--- src/hw/rtl/dsc_pkg.sv ---
// ----------------------------------------------------------------------------
// dsc_pkg
// shared widths, register indexes and transaction types of the segment
// coalescer
// ----------------------------------------------------------------------------
`default_nettype none

package dsc_pkg;

   localparam int ADDR_W     = 64;
   localparam int SEG_LEN_W  = 32;
   localparam int BYTES_W    = 40;
   localparam int RANGE_W    = 16;
   localparam int CSR_IDX_W  = 2;
   localparam int CSR_DATA_W = 40;

   // default depth of the command queue between front and back
   localparam int CMD_QUEUE_DEPTH = 4;

   // configuration register indexes
   localparam logic [CSR_IDX_W-1:0] CSR_START_OFFSET = 2'd0;
   localparam logic [CSR_IDX_W-1:0] CSR_TOTAL_LENGTH = 2'd1;
   localparam logic [CSR_IDX_W-1:0] CSR_MAX_RANGES   = 2'd2;

   typedef struct packed {
      logic [ADDR_W-1:0]    seg_addr;
      logic [SEG_LEN_W-1:0] seg_len;
      logic                 seg_last;
   } req_type;

   typedef struct packed {
      logic                 range_present;
      logic [ADDR_W-1:0]    range_addr;
      logic [BYTES_W-1:0]   range_len;
      logic [RANGE_W-1:0]   range_index;
      logic                 range_kept;
      logic                 list_done;
      logic [RANGE_W-1:0]   range_total;
   } rsp_type;

   // one classified segment: the run it closes, the run that holds it
   typedef struct packed {
      logic                 close_prev;
      logic [ADDR_W-1:0]    prev_start;
      logic [BYTES_W-1:0]   prev_bytes;
      logic [ADDR_W-1:0]    cur_start;
      logic [BYTES_W-1:0]   cur_bytes;
      logic                 last;
   } cmd_type;

   // one closed run after offset skipping
   typedef struct packed {
      logic                 survived;
      logic [ADDR_W-1:0]    addr;
      logic [BYTES_W-1:0]   len;
      logic                 is_end;
   } tok_type;

   typedef struct packed {
      logic [BYTES_W-1:0]   start_offset;
      logic [BYTES_W-1:0]   total_length;
      logic [RANGE_W-1:0]   max_ranges;
   } cfg_type;

endpackage

`default_nettype wire

--- src/hw/rtl/dsc_front.sv ---
// ----------------------------------------------------------------------------
// dsc_front
// takes segment transactions, tracks the open run and classifies each
// segment into a close command for the back end
// ----------------------------------------------------------------------------
`default_nettype none

module dsc_front (
   input  wire logic             clock,
   input  wire logic             reset,
   input  wire logic             req_valid,
   output logic                  req_stall,
   input  wire dsc_pkg::req_type req_data,
   input  wire logic             q_full,
   output logic                  cmd_write,
   output dsc_pkg::cmd_type      cmd_data
);
   import dsc_pkg::*;

   logic [ADDR_W-1:0]  run_start_ff, run_start_in;
   logic [BYTES_W-1:0] run_bytes_ff, run_bytes_in;
   logic               run_open_ff, run_open_in;

   logic               accept;
   logic [ADDR_W-1:0]  run_end;
   logic               contig;
   logic [BYTES_W:0]   bytes_sum;
   logic [BYTES_W-1:0] merged_bytes;
   logic [ADDR_W-1:0]  cur_start;
   logic [BYTES_W-1:0] cur_bytes;

   assign req_stall = q_full;
   assign accept    = req_valid && !q_full;

   assign run_end = run_start_ff + {{(ADDR_W-BYTES_W){1'b0}}, run_bytes_ff};
   assign contig  = run_open_ff && (req_data.seg_addr == run_end);

   // run length saturates at the field maximum
   assign bytes_sum    = {1'b0, run_bytes_ff} + (BYTES_W+1)'(req_data.seg_len);
   assign merged_bytes = bytes_sum[BYTES_W] ? '1 : bytes_sum[BYTES_W-1:0];

   assign cur_start = contig ? run_start_ff : req_data.seg_addr;
   assign cur_bytes = contig ? merged_bytes : BYTES_W'(req_data.seg_len);

   always_comb begin
      cmd_data.close_prev = run_open_ff && !contig;
      cmd_data.prev_start = run_start_ff;
      cmd_data.prev_bytes = run_bytes_ff;
      cmd_data.cur_start  = cur_start;
      cmd_data.cur_bytes  = cur_bytes;
      cmd_data.last       = req_data.seg_last;
   end

   // plain merges carry no work for the back end
   assign cmd_write = accept && (cmd_data.close_prev || req_data.seg_last);

   always_comb begin
      run_open_in  = run_open_ff;
      run_start_in = run_start_ff;
      run_bytes_in = run_bytes_ff;
      if (accept) begin
         run_open_in  = !req_data.seg_last;
         run_start_in = cur_start;
         run_bytes_in = cur_bytes;
      end
   end

   always_ff @(posedge clock) begin
      if (reset) begin
         run_open_ff <= 1'b0;
      end else begin
         run_open_ff <= run_open_in;
      end
      run_start_ff <= run_start_in;
      run_bytes_ff <= run_bytes_in;
   end

endmodule

`default_nettype wire

--- src/hw/rtl/dsc_cmd_queue.sv ---
// ----------------------------------------------------------------------------
// dsc_cmd_queue
// short first-in first-out queue of close commands between front and back
// ----------------------------------------------------------------------------
`default_nettype none

module dsc_cmd_queue #(
   parameter int DEPTH = dsc_pkg::CMD_QUEUE_DEPTH   // 2 or more
) (
   input  wire logic             clock,
   input  wire logic             reset,
   input  wire logic             wr,
   input  wire dsc_pkg::cmd_type wr_data,
   output logic                  full,
   input  wire logic             rd,
   output dsc_pkg::cmd_type      rd_data,
   output logic                  empty
);
   import dsc_pkg::*;

   localparam int PTR_W = $clog2(DEPTH);
   localparam int CNT_W = $clog2(DEPTH + 1);

   cmd_type            mem_ff [DEPTH];
   logic [PTR_W-1:0]   wr_ptr_ff, wr_ptr_in;
   logic [PTR_W-1:0]   rd_ptr_ff, rd_ptr_in;
   logic [CNT_W-1:0]   count_ff, count_in;
   logic               do_wr, do_rd;

   assign full    = (count_ff == CNT_W'(DEPTH));
   assign empty   = (count_ff == '0);
   assign rd_data = mem_ff[rd_ptr_ff];
   assign do_wr   = wr && !full;
   assign do_rd   = rd && !empty;

   always_comb begin
      wr_ptr_in = wr_ptr_ff;
      rd_ptr_in = rd_ptr_ff;
      count_in  = count_ff;
      if (do_wr) begin
         wr_ptr_in = (wr_ptr_ff == PTR_W'(DEPTH - 1)) ? '0 : wr_ptr_ff + 1'b1;
      end
      if (do_rd) begin
         rd_ptr_in = (rd_ptr_ff == PTR_W'(DEPTH - 1)) ? '0 : rd_ptr_ff + 1'b1;
      end
      if (do_wr && !do_rd) begin
         count_in = count_ff + 1'b1;
      end else if (do_rd && !do_wr) begin
         count_in = count_ff - 1'b1;
      end
   end

   always_ff @(posedge clock) begin
      if (reset) begin
         wr_ptr_ff <= '0;
         rd_ptr_ff <= '0;
         count_ff  <= '0;
      end else begin
         wr_ptr_ff <= wr_ptr_in;
         rd_ptr_ff <= rd_ptr_in;
         count_ff  <= count_in;
      end
      if (do_wr) begin
         mem_ff[wr_ptr_ff] <= wr_data;
      end
   end

   a_count_bound: assert property (@(posedge clock) disable iff (reset)
      count_ff <= CNT_W'(DEPTH))
      else $error("command queue count beyond depth");

endmodule

`default_nettype wire

--- src/hw/rtl/dsc_trim.sv ---
// ----------------------------------------------------------------------------
// dsc_trim
// first back-end stage: walks the closes of each command and applies the
// start offset skip
// ----------------------------------------------------------------------------
`default_nettype none

module dsc_trim (
   input  wire logic                         clock,
   input  wire logic                         reset,
   input  wire logic                         q_empty,
   input  wire dsc_pkg::cmd_type             head,
   output logic                              q_pop,
   input  wire logic [dsc_pkg::BYTES_W-1:0]  start_offset,
   input  wire logic                         skip_load,
   input  wire logic                         tok_take,
   output logic                              tok_valid,
   output dsc_pkg::tok_type                  tok_data
);
   import dsc_pkg::*;

   logic               phase_ff, phase_in;
   logic [BYTES_W-1:0] skip_left_ff, skip_left_in;
   logic               tok_valid_ff, tok_valid_in;
   tok_type            tok_ff, tok_in;

   logic               use_prev;
   logic [ADDR_W-1:0]  sel_start;
   logic [BYTES_W-1:0] sel_bytes;
   logic               work;
   logic               swallow;

   // phase set: the previous run is closed, the final run still to go
   assign use_prev  = !phase_ff && head.close_prev;
   assign sel_start = use_prev ? head.prev_start : head.cur_start;
   assign sel_bytes = use_prev ? head.prev_bytes : head.cur_bytes;
   assign work      = !q_empty && (!tok_valid_ff || tok_take);
   assign q_pop     = work && !(use_prev && head.last);
   assign swallow   = (sel_bytes <= skip_left_ff);

   always_comb begin
      phase_in     = phase_ff;
      skip_left_in = skip_left_ff;
      tok_valid_in = tok_valid_ff;
      tok_in       = tok_ff;
      if (work) begin
         phase_in        = use_prev && head.last;
         tok_valid_in    = 1'b1;
         tok_in.survived = !swallow;
         tok_in.addr     = sel_start + {{(ADDR_W-BYTES_W){1'b0}}, skip_left_ff};
         tok_in.len      = sel_bytes - skip_left_ff;
         tok_in.is_end   = !use_prev;
         if (!use_prev) begin
            skip_left_in = start_offset;
         end else if (swallow) begin
            skip_left_in = skip_left_ff - sel_bytes;
         end else begin
            skip_left_in = '0;
         end
      end else if (tok_take) begin
         tok_valid_in = 1'b0;
      end
      if (skip_load) begin
         skip_left_in = start_offset;
      end
   end

   always_ff @(posedge clock) begin
      if (reset) begin
         phase_ff     <= 1'b0;
         skip_left_ff <= '0;
         tok_valid_ff <= 1'b0;
      end else begin
         phase_ff     <= phase_in;
         skip_left_ff <= skip_left_in;
         tok_valid_ff <= tok_valid_in;
      end
      tok_ff <= tok_in;
   end

   assign tok_valid = tok_valid_ff;
   assign tok_data  = tok_ff;

   a_phase_head: assert property (@(posedge clock) disable iff (reset)
      phase_ff |-> (!q_empty && head.last))
      else $error("second close pending without a last command at the head");

endmodule

`default_nettype wire

--- src/hw/rtl/dsc_emit.sv ---
// ----------------------------------------------------------------------------
// dsc_emit
// second back-end stage: clips runs to the total length, numbers them and
// drives the result register
// ----------------------------------------------------------------------------
`default_nettype none

module dsc_emit (
   input  wire logic                         clock,
   input  wire logic                         reset,
   input  wire logic                         tok_valid,
   input  wire dsc_pkg::tok_type             tok_data,
   output logic                              tok_take,
   input  wire logic [dsc_pkg::BYTES_W-1:0]  total_length,
   input  wire logic [dsc_pkg::RANGE_W-1:0]  max_ranges,
   output logic                              rsp_valid,
   input  wire logic                         rsp_stall,
   output dsc_pkg::rsp_type                  rsp_data
);
   import dsc_pkg::*;

   logic [BYTES_W-1:0] bytes_done_ff, bytes_done_in;
   logic [RANGE_W-1:0] range_count_ff, range_count_in;
   logic               fin_ff, fin_in;
   logic               rsp_valid_ff, rsp_valid_in;
   rsp_type            rsp_data_ff, rsp_data_in;

   logic               out_free;
   logic               emit_range, emit_bare;
   logic               over;
   logic [BYTES_W-1:0] remain;
   logic [BYTES_W-1:0] clip_len;
   logic               fin_next;
   logic [BYTES_W-1:0] done_next;
   logic [RANGE_W-1:0] count_next;

   assign out_free = !rsp_valid_ff || !rsp_stall;
   assign tok_take = tok_valid && out_free;

   assign emit_range = !fin_ff && tok_data.survived;
   assign emit_bare  = !fin_ff && !tok_data.survived && tok_data.is_end;

   // clip against what is left of the total
   assign over       = (bytes_done_ff >= total_length);
   assign remain     = total_length - bytes_done_ff;
   assign fin_next   = over || (tok_data.len >= remain);
   assign clip_len   = over ? '0 : ((tok_data.len > remain) ? remain : tok_data.len);
   assign done_next  = fin_next ? total_length : bytes_done_ff + tok_data.len;
   assign count_next = (range_count_ff == '1) ? range_count_ff
                                              : range_count_ff + 1'b1;

   always_comb begin
      bytes_done_in  = bytes_done_ff;
      range_count_in = range_count_ff;
      fin_in         = fin_ff;
      rsp_valid_in   = rsp_valid_ff;
      rsp_data_in    = rsp_data_ff;
      if (out_free) begin
         rsp_valid_in = tok_take && (emit_range || emit_bare);
      end
      if (tok_take) begin
         if (emit_range) begin
            rsp_data_in.range_present = 1'b1;
            rsp_data_in.range_addr    = tok_data.addr;
            rsp_data_in.range_len     = clip_len;
            rsp_data_in.range_index   = range_count_ff;
            rsp_data_in.range_kept    = (range_count_ff < max_ranges);
            rsp_data_in.list_done     = fin_next || tok_data.is_end;
            rsp_data_in.range_total   = count_next;
         end else begin
            rsp_data_in.range_present = 1'b0;
            rsp_data_in.range_addr    = '0;
            rsp_data_in.range_len     = '0;
            rsp_data_in.range_index   = '0;
            rsp_data_in.range_kept    = 1'b0;
            rsp_data_in.list_done     = 1'b1;
            rsp_data_in.range_total   = range_count_ff;
         end
         if (tok_data.is_end) begin
            bytes_done_in  = '0;
            range_count_in = '0;
            fin_in         = 1'b0;
         end else if (emit_range) begin
            bytes_done_in  = done_next;
            range_count_in = count_next;
            fin_in         = fin_next;
         end
      end
   end

   always_ff @(posedge clock) begin
      if (reset) begin
         bytes_done_ff  <= '0;
         range_count_ff <= '0;
         fin_ff         <= 1'b0;
         rsp_valid_ff   <= 1'b0;
      end else begin
         bytes_done_ff  <= bytes_done_in;
         range_count_ff <= range_count_in;
         fin_ff         <= fin_in;
         rsp_valid_ff   <= rsp_valid_in;
      end
      rsp_data_ff <= rsp_data_in;
   end

   assign rsp_valid = rsp_valid_ff;
   assign rsp_data  = rsp_data_ff;

   a_rearm: assert property (@(posedge clock) disable iff (reset)
      (tok_take && tok_data.is_end) |=> (range_count_ff == '0 && !fin_ff))
      else $error("list end did not clear the range state");

   a_bare_done: assert property (@(posedge clock) disable iff (reset)
      (rsp_valid_ff && !rsp_data_ff.range_present) |-> rsp_data_ff.list_done)
      else $error("bare completion without list done");

endmodule

`default_nettype wire

--- src/hw/rtl/dma_segment_coalescer.sv ---
// ----------------------------------------------------------------------------
// dma_segment_coalescer
// merges contiguous DMA segments into ranges, skips a start offset, clips
// to a total length and numbers the ranges of each list
// ----------------------------------------------------------------------------
// path: a range reaches rsp_valid through the queue write, the trim register
//   and the emit register once the segment that closes it is accepted; the
//   second range of a segment that also ends its list follows it out of trim
// throughput: one segment per cycle while the queue is not full; a segment that
//   both closes the previous run and is the last of its list holds trim for both ranges
// reset: synchronous, active high; clears all lists, the queue and the
//   configuration registers (offset, length and capacity read as zero)
// ----------------------------------------------------------------------------
`default_nettype none

module dma_segment_coalescer #(
   parameter int CMD_DEPTH = dsc_pkg::CMD_QUEUE_DEPTH   // command queue slots, 2 or more
) (
   input  wire logic                             clock,
   input  wire logic                             reset,
   // segment transactions
   input  wire logic                             req_valid,
   output logic                                  req_stall,
   input  wire dsc_pkg::req_type                 req_data,
   // range transactions
   output logic                                  rsp_valid,
   input  wire logic                             rsp_stall,
   output dsc_pkg::rsp_type                      rsp_data,
   // register writes
   input  wire logic                             csr_valid,
   output logic                                  csr_ready,
   input  wire logic [dsc_pkg::CSR_IDX_W-1:0]    csr_index,
   input  wire logic [dsc_pkg::CSR_DATA_W-1:0]   csr_wdata
);
   import dsc_pkg::*;

   // configuration registers
   cfg_type  cfg_ff, cfg_in;
   logic     csr_write;
   logic     skip_load;

   // front to queue
   logic     cmd_write;
   cmd_type  cmd_data;
   logic     q_full;

   // queue to trim
   cmd_type  q_head;
   logic     q_empty;
   logic     q_pop;

   // trim to emit
   logic     tok_valid;
   tok_type  tok_data;
   logic     tok_take;

   // register writes never wait
   assign csr_ready = 1'b1;
   assign csr_write = csr_valid && csr_ready;

   always_comb begin
      cfg_in    = cfg_ff;
      skip_load = 1'b0;
      if (csr_write) begin
         unique case (csr_index)
            CSR_START_OFFSET: begin
               cfg_in.start_offset = csr_wdata[BYTES_W-1:0];
               // an offset write also reloads the running skip count
               skip_load           = 1'b1;
            end
            CSR_TOTAL_LENGTH: begin
               cfg_in.total_length = csr_wdata[BYTES_W-1:0];
            end
            CSR_MAX_RANGES: begin
               cfg_in.max_ranges   = csr_wdata[RANGE_W-1:0];
            end
            default: begin
               // unused index, write dropped
               cfg_in = cfg_ff;
            end
         endcase
      end
   end

   always_ff @(posedge clock) begin
      if (reset) begin
         cfg_ff <= '0;
      end else begin
         cfg_ff <= cfg_in;
      end
   end

   // front: contiguity check and run tracking, one segment per cycle while the queue has room
   dsc_front u_front (
      .clock     (clock),
      .reset     (reset),
      .req_valid (req_valid),
      .req_stall (req_stall),
      .req_data  (req_data),
      .q_full    (q_full),
      .cmd_write (cmd_write),
      .cmd_data  (cmd_data)
   );

   // queue lets the front keep taking segments while the back end waits
   dsc_cmd_queue #(
      .DEPTH (CMD_DEPTH)
   ) u_queue (
      .clock   (clock),
      .reset   (reset),
      .wr      (cmd_write),
      .wr_data (cmd_data),
      .full    (q_full),
      .rd      (q_pop),
      .rd_data (q_head),
      .empty   (q_empty)
   );

   // back end, stage one: offset skip per closed run
   // offset taken from the write path so a new offset reloads the skip at once
   dsc_trim u_trim (
      .clock        (clock),
      .reset        (reset),
      .q_empty      (q_empty),
      .head         (q_head),
      .q_pop        (q_pop),
      .start_offset (cfg_in.start_offset),
      .skip_load    (skip_load),
      .tok_take     (tok_take),
      .tok_valid    (tok_valid),
      .tok_data     (tok_data)
   );

   // back end, stage two: length clip, numbering, output register
   dsc_emit u_emit (
      .clock        (clock),
      .reset        (reset),
      .tok_valid    (tok_valid),
      .tok_data     (tok_data),
      .tok_take     (tok_take),
      .total_length (cfg_ff.total_length),
      .max_ranges   (cfg_ff.max_ranges),
      .rsp_valid    (rsp_valid),
      .rsp_stall    (rsp_stall),
      .rsp_data     (rsp_data)
   );

endmodule

`default_nettype wire
--- config.mk ---
export PLATFORM = sky130hd
export DESIGN_NAME = dma_segment_coalescer
export DESIGN_NICKNAME = d
export VERILOG_FILES = /design/src/hw/rtl/dsc_pkg.sv /design/src/hw/rtl/dsc_front.sv /design/src/hw/rtl/dsc_cmd_queue.sv /design/src/hw/rtl/dsc_trim.sv /design/src/hw/rtl/dsc_emit.sv /design/src/hw/rtl/dma_segment_coalescer.sv
export SDC_FILE = /design/constraint.sdc
export NUM_CORES = 2
export LEC_CHECK = 0
export BUFFER_PORTS_ARGS = -buffer_cell sky130_fd_sc_hd__buf_4
export CAP_MARGIN = 20
export CORE_MARGIN = 4
export CORE_UTILIZATION = 25
export DETAILED_ROUTE_END_ITERATION = 6
export PLACE_DENSITY = 0.46
export SLEW_MARGIN = 20
export SYNTH_ARGS = -nofsm -noshare
export SYNTH_HDL_FRONTEND = slang
export SYNTH_SLANG_ARGS = --single-unit
--- constraint.sdc ---
create_clock -name clock -period 16.3 [get_ports clock]
set_clock_uncertainty 0.1 [all_clocks]
set_input_delay 0 -clock clock [delete_from_list [all_inputs] [get_ports clock]]
set_output_delay 0 -clock clock [all_outputs]
set_load 0.005 [all_outputs]
==> metrics.txt <==
Crit Path Max Fanout 43; HPWL after DPL 179200 um; Avg Cell Area, Syn 12.44 um^2; Routability Congestion 0.9222; vias in the first global route just under 50000; P&R area growth vs syn 20.64%; status completed; critical path start-end classification reg -> reg; Slowest cell on crit path buf_4; Synthesis Warnings 0; Tightest Pin Transition 1.255 ns; TritonCTS clock tree yes; layout cells sized above 1 15.34%; post-CTS setup buffer count 0; nets 6838; first-pass GRT wire length approximately 350000 um; Reg clk slew, reported paths roughly 0.06 ns; endpoints failing setup 0; Place WS 8.372 ns; Finished Core Util between 30% and 40%; Bufs on Longest Clock Path 4; num rows ~200; vias after detailed routing just over 50000; CTS Sinks ~1400; die height ~540 um; Async SR Flop Fraction 0%; initial antenna violation count 14; Initial DRT Pass Iterations 6; EDFF count, synth around 1200; Worst Setup End Kind flip-flop; Mapped Area 71810 um^2; Residual DRC 0; Max Slew Vio Count 0; setup repair after global routing missed its margin no; synth unique cells between 80 and 90; Post-DRT Antenna Nets 0; met3 wire length roughly 13000 um; Slew HR between 10% and 20%; final instance area 86630 um^2; peak supply drop 0.0001084 V; Buffers on Ports 284; CTS buffer count approximately 170; sequential element share of the synthesized area 55.47%; average via count per standard cell just under 5; H-tree depth 4; f_max around 120 MHz; final worst slack 8.132 ns; hold_buf cts 303; WL/cell 23.84 um; final wirelength 244200 um; syn_nets roughly 6300; die width ~540 um; crit-path leading delay family buffers and inverters; Worst Path Required about 17 ns; Tmin final 8.168 ns; Clock Latency Late Sink about 0.86 ns; Hold Fails Final Rpt 0; I/O pins ~290; Initial Utilization approximately 25%; CP bufs+invs 4; cell count after synthesis just under 6000; Synth Register Bits 1395; top routing layer in use met5; crit path DAT between 8 and 9 ns; max incr delay on CP approximately 0.84 ns; Max Cap Viol 0; Metal-1 WL between 100000 and 150000 um; GRT Util Overall between 15 and 20%; dpl cell area between 70000 and 80000 um^2; min-delay worst type in -> reg; nature of the critical path startpoint flip-flop; static leakage 30.91 nW; PD cells about 180 nW/um^2; Root Driver clkbuf_16; Post-CTS Resized 0; ordered cell list for the critical path ha_1, nand2_1, o21ai_0, a21oi_1, a2111oi_0, buf_4, o311ai_1, nor4_1, nand3_1, or4_1, or4_4, nor3_4, buf_4, buf_4, mux2_2, dlygate4sd3_1; Final TNS setup 0 ns; core footprint 285500 um^2; most used cell, CP buf_4; met2 wire len between 100000 and 150000 um; Tcrit/Tclk final between 50 and 60%; Die Area approximately 300000 um^2; 1st-iter DRT viols roughly 4800; ys flop type edfxtp_1; largest net degree at the start of global routing ~110; GRT overflow 0
[flip-flops by register name, indices dropped and copies added (netlist names), named ones only]
signal,flops
cfg_ff,96
u_emit.bytes_done_ff,40
u_emit.fin_ff,1
u_emit.range_count_ff,16
u_emit.rsp_data,139
u_emit.rsp_valid,1
u_front.run_bytes_ff,40
u_front.run_open_ff,1
u_front.run_start_ff,64
u_queue.count_ff,3
u_queue.mem_ff,840
u_queue.rd_ptr_ff,2
u_queue.wr_ptr_ff,2
u_trim.phase_ff,1
u_trim.skip_left_ff,40
u_trim.tok_data,106
u_trim.tok_valid,1
[worst paths after layout]
kind / start / endpoint / slack, ns / cells after the start
worst max-delay path: u_front.run_bytes_ff[32]$_DFFE_PP_ / u_queue.mem_ff[2][16]$_DFFE_PP_ / 8.13 / 16
worst min-delay path: req_data[35] / u_front.run_start_ff[2]$_DFFE_PP_ / 0.06 / 3
worst max register to register: u_front.run_bytes_ff[32]$_DFFE_PP_ / u_queue.mem_ff[2][16]$_DFFE_PP_ / 8.13 / 16
worst min register to register: cfg_ff[76]$_SDFF_PP0_ / cfg_ff[76]$_SDFF_PP0_ / 0.35 / 2
[cells in the mapped netlist (all sizes together) (9+ instances only)]
cell | number | area share (%)
and4 | 16 | 0.20
a21o | 175 | 1.8
nor3 | 75 | 0.54
nor2b | 67 | 0.58
a31oi | 38 | 0.33
nand3 | 94 | 0.66
nand2b | 54 | 0.47
edfxtp | 1189 | 50
o211ai | 29 | 0.30
a211oi | 38 | 0.40
xor2 | 144 | 1.8
inv | 219 | 1.1
nand3b | 9 | 0.094
nor2 | 297 | 1.6
clkbuf | 204 | 1.1
dfxtp | 206 | 5.7
ha | 332 | 5.8
o31ai | 17 | 0.18
or3 | 24 | 0.21
and3 | 78 | 0.68
nand4 | 86 | 0.75
a2111oi | 14 | 0.17
a32oi | 10 | 0.12
o21ai | 282 | 2.0
buf | 43 | 0.43
nor4 | 32 | 0.28
mux2 | 149 | 2.7
a221oi | 13 | 0.18
o22ai | 15 | 0.13
a22oi | 15 | 0.16
o21bai | 38 | 0.40
o21a | 50 | 0.52
a211o | 10 | 0.12
or2 | 21 | 0.18
mux2i | 77 | 1.1
mux4 | 210 | 6.6
xnor2 | 178 | 2.2
nand2 | 482 | 2.5
a21oi | 488 | 3.4
and2 | 106 | 0.92
o31a | 9 | 0.11
[metal layers]
metal / GRT usage [%] / vias up
li1: - / 23050
met5: 0 / -
met4: 3.888 / 4
met2: 23.79 / 1553
met3: 1.906 / 302
met1: 24.42 / 25440
[layout by cell type (no fill, tap or decap), types with 50 or more instances in the layout]
| master | Yosys | routed |
|---|---|---|
| edfxtp_1 | 1189 | 1189 |
| a21oi_1 | 488 | 488 |
| nand2_1 | 482 | 482 |
| buf_4 | 3 | 344 |
| ha_1 | 332 | 332 |
| dlygate4sd3_1 | 0 | 303 |
| nor2_1 | 297 | 296 |
| o21ai_0 | 275 | 275 |
| inv_1 | 219 | 218 |
| mux4_2 | 210 | 210 |
| dfxtp_1 | 206 | 204 |
| xnor2_1 | 178 | 178 |
| a21o_1 | 175 | 175 |
| clkbuf_16 | 0 | 174 |
| xor2_1 | 144 | 144 |
| and2_1 | 106 | 105 |
| nand3_1 | 94 | 94 |
| nand4_1 | 86 | 86 |
| mux2i_1 | 77 | 76 |
| mux2_2 | 74 | 74 |
| and3_1 | 78 | 74 |
| nor3_1 | 74 | 73 |
| mux2_4 | 71 | 71 |
| nor2b_1 | 67 | 65 |
| nand2b_1 | 54 | 54 |
| o21a_1 | 50 | 50 |
[where the power goes]
group	total (mW)	switching (mW)	internal, mW
sequential	5.08	0.420	4.66
combinational	7.20	4.48	2.71
clock	3.71	1.53	2.18
[cell families after synthesis]
group,share of synthesized area (%)
AO/OA/AOI/OAI,11.50
AND/OR/NAND/NOR,10.08
adder cells (fa/ha/maj),6.008
other,0.005222
XOR/XNOR,3.928
buffers and inverters,2.647
multiplexers,10.37
flip-flops,55.47
[through the flow]
step | hold slack, ns | instances | power [mW]
2_1_floorplan | -0.004370 | 5774 | 9.636
3_3_place_gp | 0.1914 | 9639 | 12.29
3_5_place_dp | 0.2060 | 9639 | 12.34
4_1_cts | 0.0003602 | 10240 | 16.17
5_1_grt | 0.04489 | 10240 | 16.95
6_report | 0.05544 | 10250 | 15.99
[final cells by class]
cell class	instances	area, um^2
Timing Repair Buffer	653	5718
Clock inverter	90	840.8
Tap cell	3762	4707
Fill cell	28880	198800
Antenna cell	4	10.01
Multi-Input combinational cell	3912	30160
Sequential cell	1395	39840
Inverter	220	832.0
Clock buffer	210	4529
[worst reg2reg max path, cell delays in order (launching register included)]
cell and delay, ns:
edfxtp_1 0.58, ha_1 0.52, nand2_1 0.15, o21ai_0 0.66, a21oi_1 0.23, a2111oi_0 0.78
buf_4 0.24, o311ai_1 0.14, nor4_1 0.38, nand3_1 0.21, or4_1 0.57, or4_4 0.63
nor3_4 0.21, buf_4 0.50, buf_4 0.87, mux2_2 0.47, dlygate4sd3_1 0.64
Power figures use the tool's default switching activity.
